File: src/design/b64d_pkg.sv
// shared types, codes and character classification for the base64 stream decoder
`default_nettype none

package b64d_pkg;

  // data and result widths
  localparam int unsigned CharW  = 8;
  localparam int unsigned CountW = 16;
  localparam int unsigned GroupW = 24;
  localparam int unsigned SymW   = 6;
  localparam int unsigned MaxRes = 3;

  // result kind codes
  typedef enum logic [1:0] {
    KIND_DATA = 2'd0,
    KIND_DONE = 2'd1,
    KIND_FULL = 2'd2,
    KIND_BAD  = 2'd3
  } kind_e;

  // character classes
  typedef enum logic [2:0] {
    CLS_SYM,
    CLS_PAD,
    CLS_SKIP,
    CLS_NUL,
    CLS_BAD
  } char_class_e;

  typedef struct packed {
    char_class_e     cls;
    logic [SymW-1:0] sym;
  } char_info_t;

  // per-string decoder state
  typedef struct packed {
    logic [GroupW-1:0] group_bits;
    logic [1:0]        group_pos;
    logic [CountW-1:0] bytes_written;
    logic              discarding;
  } str_state_t;

  // one result entry
  typedef struct packed {
    logic [CharW-1:0]  out_byte;
    kind_e             kind;
    logic [CountW-1:0] count;
  } result_t;

  // all results caused by one character
  typedef struct packed {
    result_t [MaxRes-1:0] res;
    logic    [1:0]        cnt;
  } burst_t;

  // map a character to its symbol value and class
  function automatic char_info_t classify(input logic [CharW-1:0] ch);
    char_info_t info;
    info.cls = CLS_BAD;
    info.sym = '0;
    if (ch >= 8'h41 && ch <= 8'h5A) begin
      info.cls = CLS_SYM;
      info.sym = SymW'(ch - 8'h41);
    end else if (ch >= 8'h61 && ch <= 8'h7A) begin
      info.cls = CLS_SYM;
      info.sym = SymW'(ch - 8'h61 + 8'd26);
    end else if (ch >= 8'h30 && ch <= 8'h39) begin
      info.cls = CLS_SYM;
      info.sym = SymW'(ch - 8'h30 + 8'd52);
    end else if (ch == 8'h2B) begin
      info.cls = CLS_SYM;
      info.sym = SymW'(62);
    end else if (ch == 8'h2F) begin
      info.cls = CLS_SYM;
      info.sym = SymW'(63);
    end else if (ch == 8'h3D) begin
      info.cls = CLS_PAD;
    end else if (ch == 8'h0A || ch == 8'h0D) begin
      info.cls = CLS_SKIP;
    end else if (ch == 8'h00) begin
      info.cls = CLS_NUL;
    end
    return info;
  endfunction

endpackage

`default_nettype wire

File: src/design/b64d_step.sv
// next-state and result burst logic for one incoming character
`default_nettype none

module b64d_step (
  input  wire b64d_pkg::str_state_t        state_i,
  input  wire [b64d_pkg::CountW-1:0]       cap_i,
  input  wire [b64d_pkg::CharW-1:0]        char_i,
  output b64d_pkg::str_state_t             state_o,
  output b64d_pkg::burst_t                 burst_o
);

  b64d_pkg::char_info_t               info;
  logic [b64d_pkg::GroupW-1:0]        gb_new;
  logic [1:0]                         n_bytes;
  logic [1:0]                         m_bytes;
  logic [b64d_pkg::CountW:0]          room;
  logic                               cap_hit;
  logic                               term;
  b64d_pkg::kind_e                    term_kind;

  assign info = b64d_pkg::classify(char_i);

  // merge the symbol into the group, first symbol at the top
  always_comb begin
    gb_new = state_i.group_bits;
    if (info.cls == b64d_pkg::CLS_SYM) begin
      gb_new = state_i.group_bits |
               (b64d_pkg::GroupW'(info.sym) << (5'd18 - 5'd6 * 5'(state_i.group_pos)));
    end
  end

  // bytes the character asks for, and how many still fit
  always_comb begin
    n_bytes = 2'd0;
    if (info.cls == b64d_pkg::CLS_PAD) begin
      case (state_i.group_pos)
        2'd2:    n_bytes = 2'd1;
        2'd3:    n_bytes = 2'd2;
        default: n_bytes = 2'd0;
      endcase
    end else if (info.cls == b64d_pkg::CLS_SYM && state_i.group_pos == 2'd3) begin
      n_bytes = 2'd3;
    end
    room    = {1'b0, cap_i} - {1'b0, state_i.bytes_written};
    cap_hit = state_i.bytes_written >= cap_i;
    if (cap_hit) begin
      m_bytes = 2'd0;
    end else if (room >= (b64d_pkg::CountW+1)'(n_bytes)) begin
      m_bytes = n_bytes;
    end else begin
      m_bytes = room[1:0];
    end
  end

  // terminal result and next string state
  always_comb begin
    state_o   = state_i;
    term      = 1'b0;
    term_kind = b64d_pkg::KIND_DONE;
    if (state_i.discarding) begin
      if (info.cls == b64d_pkg::CLS_NUL) begin
        state_o = '0;
      end
    end else begin
      unique case (info.cls)
        b64d_pkg::CLS_NUL: begin
          term      = 1'b1;
          term_kind = (state_i.group_pos == 2'd0) ? b64d_pkg::KIND_DONE : b64d_pkg::KIND_BAD;
          state_o   = '0;
        end
        b64d_pkg::CLS_BAD: begin
          term               = 1'b1;
          term_kind          = b64d_pkg::KIND_BAD;
          state_o.discarding = 1'b1;
        end
        b64d_pkg::CLS_PAD: begin
          term                  = 1'b1;
          term_kind             = (m_bytes < n_bytes) ? b64d_pkg::KIND_FULL
                                                      : b64d_pkg::KIND_DONE;
          state_o.bytes_written = state_i.bytes_written + b64d_pkg::CountW'(m_bytes);
          state_o.discarding    = 1'b1;
        end
        b64d_pkg::CLS_SYM: begin
          if (state_i.group_pos != 2'd3) begin
            state_o.group_bits = gb_new;
            state_o.group_pos  = state_i.group_pos + 2'd1;
          end else begin
            term                  = m_bytes < n_bytes;
            term_kind             = b64d_pkg::KIND_FULL;
            state_o.group_bits    = '0;
            state_o.group_pos     = 2'd0;
            state_o.bytes_written = state_i.bytes_written + b64d_pkg::CountW'(m_bytes);
            state_o.discarding    = m_bytes < n_bytes;
          end
        end
        default: ;
      endcase
    end
  end

  // build the burst: data bytes first, then the terminal result
  always_comb begin
    logic active;
    active  = !state_i.discarding;
    burst_o = '0;
    for (int i = 0; i < b64d_pkg::MaxRes; i++) begin
      if (active && 2'(i) < m_bytes) begin
        burst_o.res[i].out_byte = gb_new[b64d_pkg::GroupW-1-8*i -: 8];
        burst_o.res[i].kind     = b64d_pkg::KIND_DATA;
        burst_o.res[i].count    = state_i.bytes_written + b64d_pkg::CountW'(i) + 16'd1;
      end else if (active && term && 2'(i) == m_bytes) begin
        burst_o.res[i].out_byte = '0;
        burst_o.res[i].kind     = term_kind;
        burst_o.res[i].count    = state_i.bytes_written + b64d_pkg::CountW'(m_bytes);
      end
    end
    if (active) begin
      burst_o.cnt = m_bytes + 2'(term);
    end
  end

endmodule

`default_nettype wire

File: src/design/base64_stream_decoder_top.sv
// top level of the base64 stream decoder: state, result burst buffer and ports
//
// Takes one encoded character per cycle, unless a burst is still pending, and decodes it
// in the same cycle into a burst of zero to three results, held in a burst register that
// feeds the output one result per cycle while the sink is ready. A character that causes
// no result (a symbol inside a group, CR, LF or anything dropped while discarding) does
// not stall the input. A character that causes several results holds the output until
// the last of them leaves; the next character is taken in the cycle in which the last
// result of the previous burst leaves, so with a ready sink the input rate is one
// character per cycle except after full groups and '=', set by the single output port
// of the burst register. The capacity register is written through the cfg channel,
// which is always ready, and applies from the next character on.
`default_nettype none

module base64_stream_decoder_top (
  input  wire                          clk_i,
  input  wire                          rst_ni,
  // configuration write channel: output_capacity
  input  wire                          cfg_valid_i,
  output logic                         cfg_ready_o,
  input  wire [b64d_pkg::CountW-1:0]   cfg_data_i,
  // encoded characters
  input  wire                          s_axis_tvalid,
  output logic                         s_axis_tready,
  input  wire [7:0]                    s_axis_tdata,   // [7:0] in_char
  // decoded results
  output logic                         m_axis_tvalid,
  input  wire                          m_axis_tready,
  output logic [23:0]                  m_axis_tdata,   // [7:0] out_byte, [23:8] decoded_count
  output logic [1:0]                   m_axis_tuser,   // [1:0] kind
  output logic                         m_axis_tlast    // last
);

  b64d_pkg::str_state_t              state_q, state_d;
  logic [b64d_pkg::CountW-1:0]       cap_q;
  b64d_pkg::burst_t                  burst_q, burst_d;
  logic                              bvalid_q;
  logic [1:0]                        idx_q;
  logic                              in_acc, out_acc, out_last;
  b64d_pkg::result_t                 cur;

  // per-character decode
  b64d_step u_step (
    .state_i (state_q),
    .cap_i   (cap_q),
    .char_i  (s_axis_tdata),
    .state_o (state_d),
    .burst_o (burst_d)
  );

  // handshakes
  assign cfg_ready_o   = 1'b1;
  assign out_last      = idx_q == (burst_q.cnt - 2'd1);
  assign out_acc       = m_axis_tvalid && m_axis_tready;
  assign s_axis_tready = !bvalid_q || (out_acc && out_last);
  assign in_acc        = s_axis_tvalid && s_axis_tready;

  // output mux over the burst register
  assign cur           = burst_q.res[idx_q];
  assign m_axis_tvalid = bvalid_q;
  assign m_axis_tdata  = {cur.count, cur.out_byte};
  assign m_axis_tuser  = cur.kind;
  assign m_axis_tlast  = out_last;

  // capacity register
  always_ff @(posedge clk_i or negedge rst_ni) begin
    if (!rst_ni) begin
      cap_q <= '1;
    end else if (cfg_valid_i) begin
      cap_q <= cfg_data_i;
    end
  end

  // string state
  always_ff @(posedge clk_i or negedge rst_ni) begin
    if (!rst_ni) begin
      state_q <= '0;
    end else if (in_acc) begin
      state_q <= state_d;
    end
  end

  // burst control
  always_ff @(posedge clk_i or negedge rst_ni) begin
    if (!rst_ni) begin
      bvalid_q <= 1'b0;
      idx_q    <= 2'd0;
    end else if (in_acc && burst_d.cnt != 2'd0) begin
      bvalid_q <= 1'b1;
      idx_q    <= 2'd0;
    end else if (out_acc) begin
      if (out_last) begin
        bvalid_q <= 1'b0;
      end else begin
        idx_q <= idx_q + 2'd1;
      end
    end
  end

  // burst payload
  always_ff @(posedge clk_i or negedge rst_ni) begin
    if (!rst_ni) begin
      burst_q <= '0;
    end else if (in_acc && burst_d.cnt != 2'd0) begin
      burst_q <= burst_d;
    end
  end

  // a held burst always has at least one result and the index stays inside it
  assert property (@(posedge clk_i) disable iff (!rst_ni)
    bvalid_q |-> (burst_q.cnt != 2'd0 && idx_q < burst_q.cnt))
    else $error("burst register holds an empty burst or index overrun");

  // no new character while an earlier burst still has results beyond this cycle
  assert property (@(posedge clk_i) disable iff (!rst_ni)
    in_acc |-> (!bvalid_q || (out_acc && out_last)))
    else $error("character taken while burst still pending");

  // a NUL seen while discarding starts a clean string
  assert property (@(posedge clk_i) disable iff (!rst_ni)
    (in_acc && state_q.discarding && s_axis_tdata == 8'h00) |=>
      (state_q == '0))
    else $error("string state not cleared by NUL");

  // only the final result of a burst may be a terminal result
  assert property (@(posedge clk_i) disable iff (!rst_ni)
    (bvalid_q && !out_last) |-> (cur.kind == b64d_pkg::KIND_DATA))
    else $error("terminal result before end of burst");

endmodule

`default_nettype wire
File: config.mk
export PLATFORM = sky130hd
export DESIGN_NAME = base64_stream_decoder_top
export DESIGN_NICKNAME = d
export VERILOG_FILES = /design/src/design/b64d_pkg.sv /design/src/design/b64d_step.sv /design/src/design/base64_stream_decoder_top.sv
export SDC_FILE = /design/constraint.sdc
export NUM_CORES = 1
export LEC_CHECK = 0
export BUFFER_PORTS_ARGS = -buffer_cell sky130_fd_sc_hd__buf_4
export CORE_MARGIN = 8
export CORE_UTILIZATION = 35
export CTS_CLUSTER_DIAMETER = 30
export CTS_CLUSTER_SIZE = 12
export DETAILED_ROUTE_END_ITERATION = 10
export PLACE_DENSITY = 0.59
export SYNTH_ARGS = -nofsm -noshare
export SYNTH_HDL_FRONTEND = slang
export SYNTH_SLANG_ARGS = --single-unit
File: constraint.sdc
create_clock -name clk_i -period 12.3 [get_ports clk_i]
set_clock_uncertainty 0.05 [all_clocks]
set_input_delay 2.46 -clock clk_i [delete_from_list [all_inputs] [get_ports clk_i]]
set_output_delay 2.46 -clock clk_i [all_outputs]
set_load 0.02 [all_outputs]
==> qor.csv <==
metric;value;unit
clk_path_buf_depth;2;
cp.required;12570;ps
start_util;35.5;%
outcome;completed;
syn2layout_area_growth;12.7;%
num_vias;8422;
async_flop_share;100;%
fmax;0.109;GHz
yosysWarnings;0;
critPathMaxFanout;69;
yosys.area.top_type_share;32.1;%
cts_made_buffers;17;
cts_hold_buf;0;
synth_top_area_cell;dfrtp_1;
viasPerCell;5.45;
reg2reg_to;burst_q[33];
drv_slew;0;
period_share;74.5;%
period_needed;9170;ps
start_kind;input port;
grt_start_max_net_pins;86;
hold_path_class;flip-flop to flip-flop;
syn-instance-count;1137;
cts_tree;done;
antenna_found_initial;0;
maxCapViolations;0;
htreeDepth;4;
die_w;184;µm
antenna_left;0;
reg2reg_slack;5610;ps
worst_skew_pair.late_latency;430;ps
dp_hpwl;20.2;mm
slew-limit-headroom;27.6;%
dieArea;0.0337;mm²
fin_tns_setup;0;ps
synth_seq_cells;142;
yosys-top-cells-area;dfrtp_1 32%, nand2_1 6.1%, ha_1 5.2%, xnor2_1 4.5%, dfstp_2 4.3%;
post_cts_resized;0;
core.rowCount;61;
pre_cts_slack;2710;ps
fin_area;0.0111;mm²
synth-seq-area-share;36.4;%
rr_worst_depth;22;
io-pin-count;59;
hold_viol;0;
overflow;0;
finalSetupViolCount;0;
layout-drive-gt1-share;14.1;%
placed_cells;1514;
wl_per_cell;18.2;µm
routabilityCongestion;0.911;
final_common_cell;nand2_1;
first_pass_iters;7;
peakVddDrop;0.0921;mV
portBuffers;57;
grt_use_total;17.2;%
nets;1227;
clkSinkCount;142;
diodes;0;
synth.distinct_cells;79;
syn_area;0.00982;mm²
arrival;9440;ps
endpoint_kind;flip-flop;
power;1.42;mW
critPathLaunch;s_axis_tdata[0];
leakage;4.26;nW
rr_startpoint;state_q[1];
final_cell_mix;160 x nand2_1, 126 x dfrtp_1, 88 x nor2_1;
cellPowerDensity;129;mW/mm²
drtIter0Drc;635;
grt_pass1_wl;46.7;mm
routed_wl;28.1;mm
tightest_slew;1080;ps
cp-endpoint;burst_q[33];
critPathKind;input port to flip-flop;
setup_ws;3130;ps
synth_enable_flop_cells;0;
grt_pass1_vias;8536;
coreArea;0.0277;mm²
die_y;184;µm
avgSynthCellArea;8.64;µm²
final_cells;1545;
place_area;0.0105;mm²
ctsRootBufferMaster;clkbuf_16;
clk_pin_slew;60;ps
drc_errors;0;
synth_ff_type;dfrtp_1;
cts_setup_buffers;0;
worstHoldStart;burst_q[55];
rsz0062_at_grt;no;
syn_nets;1209;
==> stage by stage <==
stage / hold slack, ps / utilization (%)
after floorplan: 388 / -
after global placement: 401 / 37.9
after detailed placement: 414 / 37.9
after CTS: 428 / 40.0
after global routing: 450 / 40.0
final: 429 / 40.0
==> kinds of logic after synthesis <==
kind of cell    count (synthesis)  share of synthesized area [%]
simple gates                  372                           17.4
compound gates                355                           24.7
flops                         142                           36.4
buf+inv                       113                           5.07
xor+xnor                       63                           5.69
mux                            48                           5.11
fa+ha+maj                      43                           5.63
other cells                     1                         0.0382
==> cells in the mapped netlist (22+ instances only) <==
| library cell | instances |
|---|---|
| nand2_1 | 160 |
| dfrtp_1 | 126 |
| nor2_1 | 88 |
| o21ai_0 | 79 |
| a21oi_1 | 75 |
| xnor2_1 | 50 |
| ha_1 | 41 |
| clkbuf_1 | 40 |
| inv_1 | 38 |
| o21a_1 | 38 |
| mux2i_1 | 31 |
| o221ai_1 | 25 |
| nand3_1 | 23 |
| o21ai_1 | 22 |
| o31ai_1 | 22 |
==> power breakdown <==
| group | leakage (nW) | total (mW) | internal (mW) | switching (mW) |
|---|---|---|---|---|
| sequential | 1.87 | 0.539 | 0.509 | 0.0307 |
| clock | 0.281 | 0.511 | 0.298 | 0.213 |
| combinational | 2.12 | 0.374 | 0.146 | 0.228 |
==> metal layers <==
metal / part of all wire (%) / up-vias / GRT usage [%]
met5: 0 / - / 0
met4: 1.6 / 0 / 4.72
met3: 4.9 / 30 / 3.48
met2: 45 / 202 / 26.8
met1: 49 / 4072 / 23.8
li1: - / 4118 / -
==> worst min-delay path by stage <==
stage / end / slack, ps / cells after the start
after global placement: burst_q[55] / 400 / 2
final: burst_q[55] / 430 / 2
after global routing: burst_q[63] / 450 / 2
after CTS: burst_q[55] / 430 / 2
after detailed placement: burst_q[55] / 410 / 2
after floorplan: burst_q[55] / 390 / 2
==> sequential cells by signal, indices dropped and copies added, names as in the netlist <==
signal and flops:
burst_q 80, cap_q 16, idx_q 2, m_axis_tvalid 1, state_q 43
==> critical path, stage by stage <==
cell and delay (ps):
buf_4 140, inv_1 120, ha_1 230, nand2_1 100
o311a_1 340, a221oi_1 250, buf_4 230, nand4_1 210
o21ai_0 380, ha_1 310, a2111o_1 360, or4_4 430
a2111oi_4 210, nand4_2 180, nor4_2 360, o2bb2ai_2 230
ha_1 370, inv_1 40, o21ba_2 200, o21a_1 170
nor2_1 220, inv_1 70, ha_1 220, xor2_2 280
o21a_2 160, buf_4 580, o221ai_1 370, o21a_1 190
==> layout make-up <==
class / count / area, µm²
Clock inverter: 13 / 140
Clock buffer: 18 / 429
Sequential cell: 142 / 3570
Fill cell: 2793 / 16600
Timing Repair Buffer: 72 / 544
Multi-Input combinational cell: 882 / 5760
Tap cell: 378 / 473
Inverter: 40 / 150
No activity file was read; power rests on OpenSTA's default activity.
